==> src/hw/rtl/zrld_pkg.sv <==
// ----------------------------------------------------------------------------
// zrld_pkg
// Types and constants shared by the zero run-length decoder modules.
// ----------------------------------------------------------------------------
package zrld_pkg;

  localparam int unsigned ByteW  = 8;
  localparam int unsigned CountW = 7;
  localparam int unsigned FmtW   = 2;

  localparam logic [FmtW-1:0] FMT_V1    = 2'd1;
  localparam logic [FmtW-1:0] FMT_V2    = 2'd2;
  localparam logic [FmtW-1:0] FMT_RESET = FMT_V2;

  localparam logic [ByteW-1:0] MASK_LOW7 = 8'h7f;
  localparam logic [ByteW-1:0] MASK_LOW6 = 8'h3f;
  localparam logic [ByteW-1:0] MASK_LOW4 = 8'h0f;
  localparam logic [ByteW-1:0] MASK_ZRUN = 8'h07;

  // decode of one byte against the current state
  typedef struct packed {
    logic              emit;
    logic [ByteW-1:0]  value;
    logic [CountW-1:0] count;
    logic              err;
    logic [CountW-1:0] lit_next;
    logic              err_next;
  } dec_res_t;

endpackage

==> src/hw/rtl/zrld_decode.sv <==
// ----------------------------------------------------------------------------
// zrld_decode
// Combinational decode of one stream byte: literal pass, control byte
// decode for both formats, sticky error handling and next state.
// ----------------------------------------------------------------------------
module zrld_decode import zrld_pkg::*; (
  input  logic [ByteW-1:0]  code,
  input  logic              start,
  input  logic [FmtW-1:0]   fmt,
  input  logic [CountW-1:0] lit_left,
  input  logic              err_latched,
  output dec_res_t          res
);

  logic [CountW-1:0] lit_cur;
  logic              err_cur;
  logic [ByteW-1:0]  zeros;
  logic [ByteW-1:0]  lits;

  assign lit_cur = start ? '0 : lit_left;
  assign err_cur = start ? 1'b0 : err_latched;

  always_comb begin
    zeros = '0;
    lits  = '0;
    if (fmt == FMT_V2) begin
      if (code[7]) begin
        zeros = (code >> 4) & MASK_ZRUN;
        lits  = code & MASK_LOW4;
      end else if (code[6]) begin
        zeros = code & MASK_LOW6;
      end else begin
        lits = code;
      end
    end else begin
      if (code[7]) begin
        zeros = code & MASK_LOW7;
      end else begin
        lits = code;
      end
    end
  end

  always_comb begin
    res          = '0;
    res.lit_next = lit_cur;
    res.err_next = err_cur;
    if (err_cur) begin
      res.emit = 1'b1;
      res.err  = 1'b1;
    end else if (lit_cur != '0) begin
      res.emit     = 1'b1;
      res.value    = code;
      res.count    = CountW'(1);
      res.lit_next = lit_cur - CountW'(1);
    end else if ((code & MASK_LOW7) == '0) begin
      res.emit     = 1'b1;
      res.err      = 1'b1;
      res.err_next = 1'b1;
      res.lit_next = '0;
    end else begin
      res.lit_next = lits[CountW-1:0];
      res.emit     = (zeros != '0);
      res.count    = zeros[CountW-1:0];
    end
  end

endmodule

==> src/hw/rtl/zero_run_length_decoder.sv <==
// An input beat passes the input register and then the result register to become a result beat.
// Throughput: one byte per cycle; a stalled result holds the input stage.
// Bytes that end in no result (literal count loads, empty runs) are dropped.
// Reset (rst, synchronous): literal count and error cleared, format = 2.
// ----------------------------------------------------------------------------
// zero_run_length_decoder
// Zero run-length stream decoder: input register, decode, result register.
// ----------------------------------------------------------------------------
module zero_run_length_decoder import zrld_pkg::*; (
  input  logic              clk,
  input  logic              rst,
  input  logic              cfg_valid,
  output logic              cfg_ready,
  input  logic [FmtW-1:0]   format_version,
  input  logic              in_valid,
  output logic              in_stall,
  input  logic [ByteW-1:0]  code_byte,
  input  logic              stream_start,
  output logic              out_valid,
  input  logic              out_stall,
  output logic [ByteW-1:0]  out_value,
  output logic [CountW-1:0] repeat_count,
  output logic              decode_error
);

  logic [FmtW-1:0]   fmt;
  logic              in_q_valid;
  logic [ByteW-1:0]  in_q_code;
  logic              in_q_start;
  logic [CountW-1:0] lit_left;
  logic              err_latched;
  logic              adv;
  dec_res_t          res;

  assign cfg_ready = 1'b1;
  assign adv       = in_q_valid && (!out_valid || !out_stall);
  assign in_stall  = in_q_valid && !adv;

  zrld_decode u_dec (
    .code        (in_q_code),
    .start       (in_q_start),
    .fmt         (fmt),
    .lit_left    (lit_left),
    .err_latched (err_latched),
    .res         (res)
  );

  always_ff @(posedge clk) begin
    if (rst) begin
      fmt         <= FMT_RESET;
      in_q_valid  <= 1'b0;
      out_valid   <= 1'b0;
      lit_left    <= '0;
      err_latched <= 1'b0;
    end else begin
      if (cfg_valid && cfg_ready) begin
        fmt <= format_version;
      end
      if (!in_stall) begin
        in_q_valid <= in_valid;
      end
      if (adv) begin
        lit_left    <= res.lit_next;
        err_latched <= res.err_next;
        out_valid   <= res.emit;
      end else if (!out_stall) begin
        out_valid <= 1'b0;
      end
    end
  end

  always_ff @(posedge clk) begin
    if (!in_stall) begin
      in_q_code  <= code_byte;
      in_q_start <= stream_start;
    end
    if (adv) begin
      out_value    <= res.value;
      repeat_count <= res.count;
      decode_error <= res.err;
    end
  end

endmodule

==> config.mk <==
export PLATFORM = sky130hd
export DESIGN_NAME = zero_run_length_decoder
export DESIGN_NICKNAME = d
export VERILOG_FILES = /design/src/hw/rtl/zrld_pkg.sv /design/src/hw/rtl/zrld_decode.sv /design/src/hw/rtl/zero_run_length_decoder.sv
export SDC_FILE = /design/constraint.sdc
export NUM_CORES = 1
export LEC_CHECK = 0
export CORE_UTILIZATION = 30
export CTS_CLUSTER_DIAMETER = 200
export DETAILED_ROUTE_END_ITERATION = 8
export DONT_BUFFER_PORTS = 1
export PLACE_DENSITY_LB_ADDON = 0.08
export REMOVE_ABC_BUFFERS = 1
export SLEW_MARGIN = 20
export SYNTH_ARGS = -nofsm -noshare
export SYNTH_HDL_FRONTEND = slang
export SYNTH_HIERARCHICAL = 1
export SYNTH_SLANG_ARGS = --single-unit
==> constraint.sdc <==
create_clock -name clk -period 2.3 [get_ports clk]
set_input_delay 0.115 -clock clk [delete_from_list [all_inputs] [get_ports clk]]
set_output_delay 0.115 -clock clk [all_outputs]
set_load 0.005 [all_outputs]
# After elaboration in Yosys (flattened, before gate mapping)
# Cells that the tools add are included.
# Widths: inputs -> output; s select.
[word_totals]
register_bits = 37
inputBits = 16
out_inout_bits = 19
elab_cells = 48
[classes]
add_sub_neg = 1
eq_ne = 2
muxes = 22
bitwise = 1
n_reduce_logical = 11
[ops]
columns = ["operator", "count"]
rows = [
  ["$mux 7", 7],
  ["$mux 6", 4],
  ["$mux 1", 10],
  ["$logic_not 8->1", 1],
  ["$mux 8", 1],
  ["$reduce_bool 8->1", 1],
  ["$reduce_bool 7->1", 1],
  ["$sub 7x1->7 const B", 1],
  ["$logic_not 1->1", 3],
  ["$reduce_or 3->1", 1],
  ["$eq 2x2->1 const B", 1],
  ["$logic_and 1x1->1", 2],
  ["$ne 2x1->1 const B", 1],
  ["$reduce_or 2->1", 1],
  ["$logic_or 1x1->1", 1],
  ["$not 1->1", 1],
]

# Depth between registers and ports, before layout
# Gate-level depths: netlist of run 1.
[depth]
ltp_word = 8
ltp_mapped = 10
depth_no_buf = 8

# By module
# The synthesis of run 1 kept the hierarchy.
[modules_own_cells]
columns = ["mod", "n_inst", "cells_per_inst", "area_each_um2"]
rows = [
  ["zero_run_length_decoder", 1, 77, 1270.0],
  ["zrld_decode", 1, 103, 644.4],
]

# Worst setup path before layout of run 1
# No wires, ideal clock.
[synth_path]
kind = "register -> register"
startpoint = "reg in_q_start"
endpoint = "reg decode_error, data pin"
arrival_time_ns = 1.816
path_slack_ns = 0.233
path_stages_with_launch = 9
path_buffers = 3
period_less_slack_ns = 2.067
path_cell_list = "edfxtp_1 -> clkbuf_1 -> nand2b_1 -> ha_1 -> nand2b_1 -> o21a_1 -> buf_2 -> o21ai_0 -> buf_4"
[synth_between]
elab_chain_len = 3
word_cells_on_any_way = 4
cone_classes = "mux (3); reduce/logical (1)"
[synth_rtl]
columns = ["item", "line", "source"]
rows = [
  ["start: declaration", "zero_run_length_decoder.sv:29", "logic in_q_start;"],
  ["start signal: assignment", "zero_run_length_decoder.sv:75", "in_q_start <= stream_start;"],
  ["$mux 7", "zrld_decode.sv:20", "assign lit_cur = start ? '0 : lit_left;"],
  ["$reduce_bool 7->1", "zrld_decode.sv:51", "end else if (lit_cur != '0) begin"],
  ["$mux 1", "zrld_decode.sv:51", ""],
  ["end signal: assignment", "zero_run_length_decoder.sv:80", "decode_error <= res.err;"],
  ["end: declaration", "zero_run_length_decoder.sv:23", "output logic decode_error"],
]
# Several ways; a longest one is shown, not always the timed one.
# A chain may end at the register's enable or synchronous reset.

==> results of run 1 <==
==> final timing paths <==
path	endpoint	slack (ns)	cells after the start
max	out_valid	0.31	6
min	out_valid	-0.001	2
max reg2reg	out_valid	0.31	6
min reg2reg	lit_left[5]	0.51	2
==> layout make-up <==
cell class | count | area (um2)
Timing Repair Buffer | 17 | 162.7
Clock inverter | 2 | 37.54
Multi-Input combinational cell | 129 | 848.3
Sequential cell | 37 | 991.0
Tap cell | 75 | 93.84
Clock buffer | 6 | 82.58
Inverter | 3 | 11.26
Fill cell | 619 | 3799
==> synthesized netlist by cell type, types with 2 or more instances <==
| cell type | number | area share (%) |
|---|---|---|
| edfxtp_1 | 25 | 39 |
| nand2b_1 | 22 | 7.2 |
| nor2_1 | 13 | 2.5 |
| dfxtp_1 | 12 | 13 |
| and3_1 | 11 | 3.6 |
| mux2i_1 | 10 | 5.2 |
| nand3_1 | 9 | 2.4 |
| o21ai_0 | 9 | 2.4 |
| a21oi_1 | 6 | 1.6 |
| clkbuf_1 | 6 | 1.2 |
| nor2b_1 | 5 | 1.6 |
| nor3_1 | 5 | 1.3 |
| nand2_1 | 4 | 0.78 |
| a31oi_1 | 3 | 0.98 |
| a32oi_1 | 3 | 1.4 |
| inv_1 | 3 | 0.59 |
| nand4_1 | 3 | 0.98 |
| o221ai_1 | 3 | 1.4 |
| buf_4 | 2 | 0.78 |
| buf_6 | 2 | 1.2 |
| ha_1 | 2 | 1.3 |
| mux2_2 | 2 | 1.2 |
| nor3b_1 | 2 | 0.78 |
| o311ai_0 | 2 | 0.92 |
==> per-layer routing <==
layer	global-route usage, %	wire, um	up-vias
li1	-	-	687
met1	20.67	2118	679
met2	20.58	2004	50
met3	4.778	273	6
met4	4.737	58	0
met5	0	0	-
==> power by group through the flow <==
stage          Combinational, mW  Clock, mW  Sequential [mW]
2_1_floorplan              0.199          0            0.805
3_3_place_gp               0.249          0            0.820
3_5_place_dp               0.253          0            0.820
4_1_cts                    0.275      0.603            0.805
5_1_grt                    0.309      0.627            0.812
6_report                   0.279      0.585            0.804
==> through the flow <==
step	instance area, um2	hold slack, ns	utilization (%)	worst slack [ns]
finish	2227	-0.001320	36.96	0.3059
global route	2227	0.007293	36.96	0.1215
CTS	2226	0.001207	36.94	0.2233
detailed placement	1966	0.1902	32.62	0.2527
global placement	1966	0.1900	32.62	0.3265
floorplan	1849	0.1841	-	0.3517
==> sequential cells by signal (all words and copies together) (netlist names), 2 cells and up <==
register and flops:
lit_left 7, out_value 8, in_q_code 8, repeat_count 7, fmt 2
==> worst max-delay path: stages, from the launching register on <==
cell and delay [ns]:
dfxtp_1 0.37, or4_4 0.63, o21ai_4 0.32, and3_4 0.26, nand4_1 0.09, a22oi_1 0.15, nor2_1 0.05
==> cells by family after synthesis <==
kind of cell	after synthesis	synth area share, %
other cells	1	0.1959
compound gates	33	12.03
buf+inv	14	3.986
simple gates	80	23.86
flops	37	51.76
mux	12	6.405
fa+ha+maj	2	1.307
xor+xnor	1	0.4576
==> repair_timing <==
item | CTS | global route
gates resized for setup | 0 | 1
hold buffers | 14 | 0
setup endpoints to repair | 0 | 1
endpoints found under the hold margin | 16 | 0
==> flow_metrics.tcl, run 1 <==
set metrics [dict create \
    hold_violations 1 \
    clkSinkCount 37 \
    fin_tns_setup_ns 0 \
    grt_antenna_before_repair 0 \
    post_drt_wl_per_cell_um 16.56 \
    grtUsageTotal_pct 14.57 \
    tritoncts "built" \
    path_class "register to register" \
    syn_area_mm2 0.001914 \
    path_max_fanout 10 \
    postRouteAntennaNets 0 \
    cts_buffers 5 \
    drive_gt1_share_pct 9.278 \
    initial_utilization_pct 31.77 \
    htreeDepth 2 \
    internal-power_mw 1.242 \
    vias 1422 \
    mostFrequentLayoutCell "edfxtp_1" \
    maxCapViolations 0 \
    cts-root-buf "clkbuf_8" \
    pwr-share-clk_pct 35.1 \
    drc 0 \
    die_area_mm2 0.006704 \
    final-max-slew-violation-count 0 \
    die_h_um 81.88 \
    start_kind "register" \
    io_buffers 0 \
    switching_share_pct 25.54 \
    die_w_um 81.88 \
    final_cell_mix "edfxtp_1 (25), nand2b_1 (22), dlygate4sd3_1 (14)" \
    drtIter0Drc 92 \
    p_per_area_mw_per_mm2 748.8 \
    final.min_clock_period_ns 1.994 \
    r2r_start "lit_left[2]" \
    wl_um 4455 \
    clkSlewWorstSetupHoldPaths_ns 0.07 \
    setup-violations-final 0 \
    worstPathArrival_ns 2.16 \
    gp_congestion 0.8040 \
    skew_ns 0.001677 \
    power_switching_mw 0.4259 \
    cp-end-kind "register" \
    fmax_mhz 501.5 \
    p_seq_share_pct 48.2 \
    finalPower_mw 1.668 \
    clockBufferDepth 2 \
    min_period_over_period_pct 86.70 \
    overflow 0 \
    drtPass1Iterations 5 \
    antenna_cells 0 \
    synth_cell_types 40 \
    rsz0062_at_grt "false" \
    clock_latency_ns 0.28 \
    violations "hold timing" \
    core_area_mm2 0.006026 \
    run_status "complete, but fails checks" \
    grt_pass1_vias 1322 \
    cellLeakagePower_nw 0.8289 \
    via_per_inst 5.286 \
    synth-seq-area-share_pct 51.76 \
    min_from "out_stall" \
    dpl.hpwl_um 3018 \
    synth_cells 180 \
    crit_start "lit_left[2]" \
    syn_avg_cell_area_um2 10.64 \
    ys_ff_latch 37 \
    ios 35 \
    post_cts_buffers 0 \
    dpl.cell_count 247 \
    yosysWarnings 6 \
    grt_start_max_net_pins 25 \
    syn_to_final_growth_pct 16.34 \
    whs_ns -0.001320 \
    nets 211 \
    async_flop_share_pct 0 \
    critPathRequiredTime_ns 2.47 \
    synth_ff_type "edfxtp_1" \
    synth-edff-count 25 \
    finalNonFillerCells 269 \
    hold_class "primary input to register" \
    p_comb_share_pct 16.7 \
    rows 28 \
    ir_worst_vdd_mv 0.3734 \
    grt_pass1_wl_um 7107 \
]
Power figures use the tool's default switching activity.
==> run 2: changes to the inputs <==
HOLD_SLACK_MARGIN = 0.06   (was not set)
PLACE_DENSITY_LB_ADDON = not set   (was 0.08)
==> flow_metrics.tcl, run 2 (same netlist as run 1, synthesis figures left out) <==
set metrics [dict create \
    rows 28 \
    drc 0 \
    mostFrequentLayoutCell "edfxtp_1" \
    nFillCells 599 \
    hold_class "primary input to register" \
    die_area_mm2 0.006704 \
    grt_start_max_net_pins 25 \
    wl_um 4359 \
    via_per_inst 5.271 \
    die_w_um 81.88 \
    skew_ns 0.004141 \
    final-max-slew-violation-count 0 \
    dpl-instance-area_mm2 0.001981 \
    finalPower_mw 1.655 \
    run_status "finished, final reports clean" \
    r2r_end "lit_left[4]" \
    clkSlewWorstSetupHoldPaths_ns 0.08 \
    grt_pass1_vias 1375 \
    setup-violations-final 0 \
    p_per_area_mw_per_mm2 734.6 \
    r2r_slack_ns 0.31 \
    clockBufferDepth 2 \
    vias 1439 \
    slew_headroom_pct 58.35 \
    overflow 0 \
    critPathRequiredTime_ns 2.53 \
    nets 215 \
    drtIter0Drc 131 \
    fin_tns_setup_ns 0 \
    die_h_um 81.88 \
    r2r_cells 8 \
    cellLeakagePower_nw 0.8439 \
    fin_util_pct 37.40 \
    syn_to_final_growth_pct 17.71 \
    slowest_delay_ns 0.46 \
    post_cts_buffers 0 \
    holdPathStages 3 \
    drtPass1Iterations 4 \
    cts-root-buf "clkbuf_8" \
    core_area_mm2 0.006026 \
    maxCapViolations 0 \
    path_max_fanout 15 \
    critical_path_buf_inv_count 0 \
    htreeDepth 2 \
    min_from "out_stall" \
    final_cell_mix "edfxtp_1 (25), nand2b_1 (22), dlygate4sd3_1 (16)" \
    r2r_start "in_q_start" \
    timing.critical_path.mode_cell "nand2b_1" \
    hold_violations 0 \
    io_buffers 0 \
    grt_pass1_wl_um 6996 \
    worstPathArrival_ns 2.22 \
    ios 35 \
    antenna_cells 0 \
    rsz0062_at_grt "false" \
    dpl.hpwl_um 2929 \
    hold_end "lit_left[1]" \
    cp_cell_sequence "nand2b_1 > ha_1 > nand2b_1 > o21a_2 > o221ai_1 > a21oi_1 > nand2b_1 > mux2i_1" \
    top_regs "in_q_code: 8 flops, out_value: 8 flops" \
    initial_utilization_pct 31.77 \
    tritoncts "built" \
    start_kind "register" \
    fmax_mhz 502.3 \
    ir_worst_vdd_mv 0.3896 \
    crit_path_top_delay_cell "edfxtp_1" \
    gp_congestion 0.8616 \
    path_class "register to register" \
    cp-end-kind "register" \
    postRouteAntennaNets 0 \
    clock_latency_ns 0.29 \
    clkSinkCount 37 \
    min_period_over_period_pct 86.56 \
    tightest_slew_ns 0.6227 \
    drive_gt1_share_pct 9.596 \
    final.min_clock_period_ns 1.991 \
    crit_family "compound AO/OA/AOI/OAI gates" \
    cts_buffers 5 \
    grtUsageTotal_pct 14.30 \
    fin_area_mm2 0.002253 \
    post_drt_wl_per_cell_um 15.97 \
    grt_antenna_before_repair 0 \
]
[run 2: cell count changes in the layout (fill, tap and decap cells not counted)]
| cell | delta |
|---|---|
| clkinv_4 | +1 |
| clkbuf_8 | -1 |
| dlygate4sd3_1 | +2 |
| clkbuf_1 | +1 |
| clkinvlp_4 | -1 |
| buf_4 | +2 |
[run 2: layout make-up]
cell class	instances	area [um2]	area share, %
clock buffers	6	72.57	3.220
repair buffers	21	197.7	8.773
multi-input cells	129	848.3	37.65
well taps	75	93.84	4.164
inverters	3	11.26	0.4997
flip-flops and latches	37	991.0	43.98
clock inverters	2	38.79	1.721
[run 2: worst max-delay path by stage]
| stage | startpoint | to | slack [ns] | cells past startpoint |
|---|---|---|---|---|
| after CTS | in_q_start | lit_left[4] | 0.18 | 8 |
| after global placement | in_q_start | lit_left[4] | 0.26 | 8 |
| after detailed placement | in_q_start | lit_left[3] | 0.19 | 8 |
| after global routing | in_q_start | lit_left[4] | 0.09 | 8 |
| final | in_q_start | lit_left[4] | 0.31 | 8 |
| after floorplan | in_q_start | lit_left[3] | 0.35 | 8 |
[run 2: layer usage]
| metal | vias to the layer above | global-route usage (%) | share of wire [%] |
|---|---|---|---|
| li1 | 696 | - | - |
| met1 | 682 | 17.65 | 45 |
| met2 | 56 | 23.22 | 48 |
| met3 | 5 | 3.667 | 5.7 |
| met4 | 0 | 6.491 | 1.4 |
| met5 | - | 0 | 0 |
[run 2: power by group]
group,total (mW),switching (mW),internal [mW]
combinational,0.286,0.151,0.135
sequential,0.802,0.0420,0.760
clock,0.568,0.242,0.326
[run 2: tightest hold or removal path, delay by kind of cell]
family / cells / cell delay, ns
muxes: 1 / 0.15
AOI/OAI and AO/OA: 1 / 0.03
buffers and inverters: 1 / 0.23
[run 2: metrics by stage]
stage,hold slack (ns),worst slack (ns),instances
final,0.2881,0.3090,273
after global routing,0.2961,0.09051,273
after CTS,0.2892,0.1753,273
after detailed placement,0.1901,0.1873,249
after global placement,0.1896,0.2554,249
after floorplan,0.1841,0.3517,169
[run 2: repair_timing]
| item | 4_1_cts | 5_1_grt |
|---|---|---|
| endpoints found under the setup margin | 0 | 2 |
| gates resized for setup | 0 | 1 |
| hold buffers | 16 | 0 |
| hold endpoints to repair | 21 | 0 |
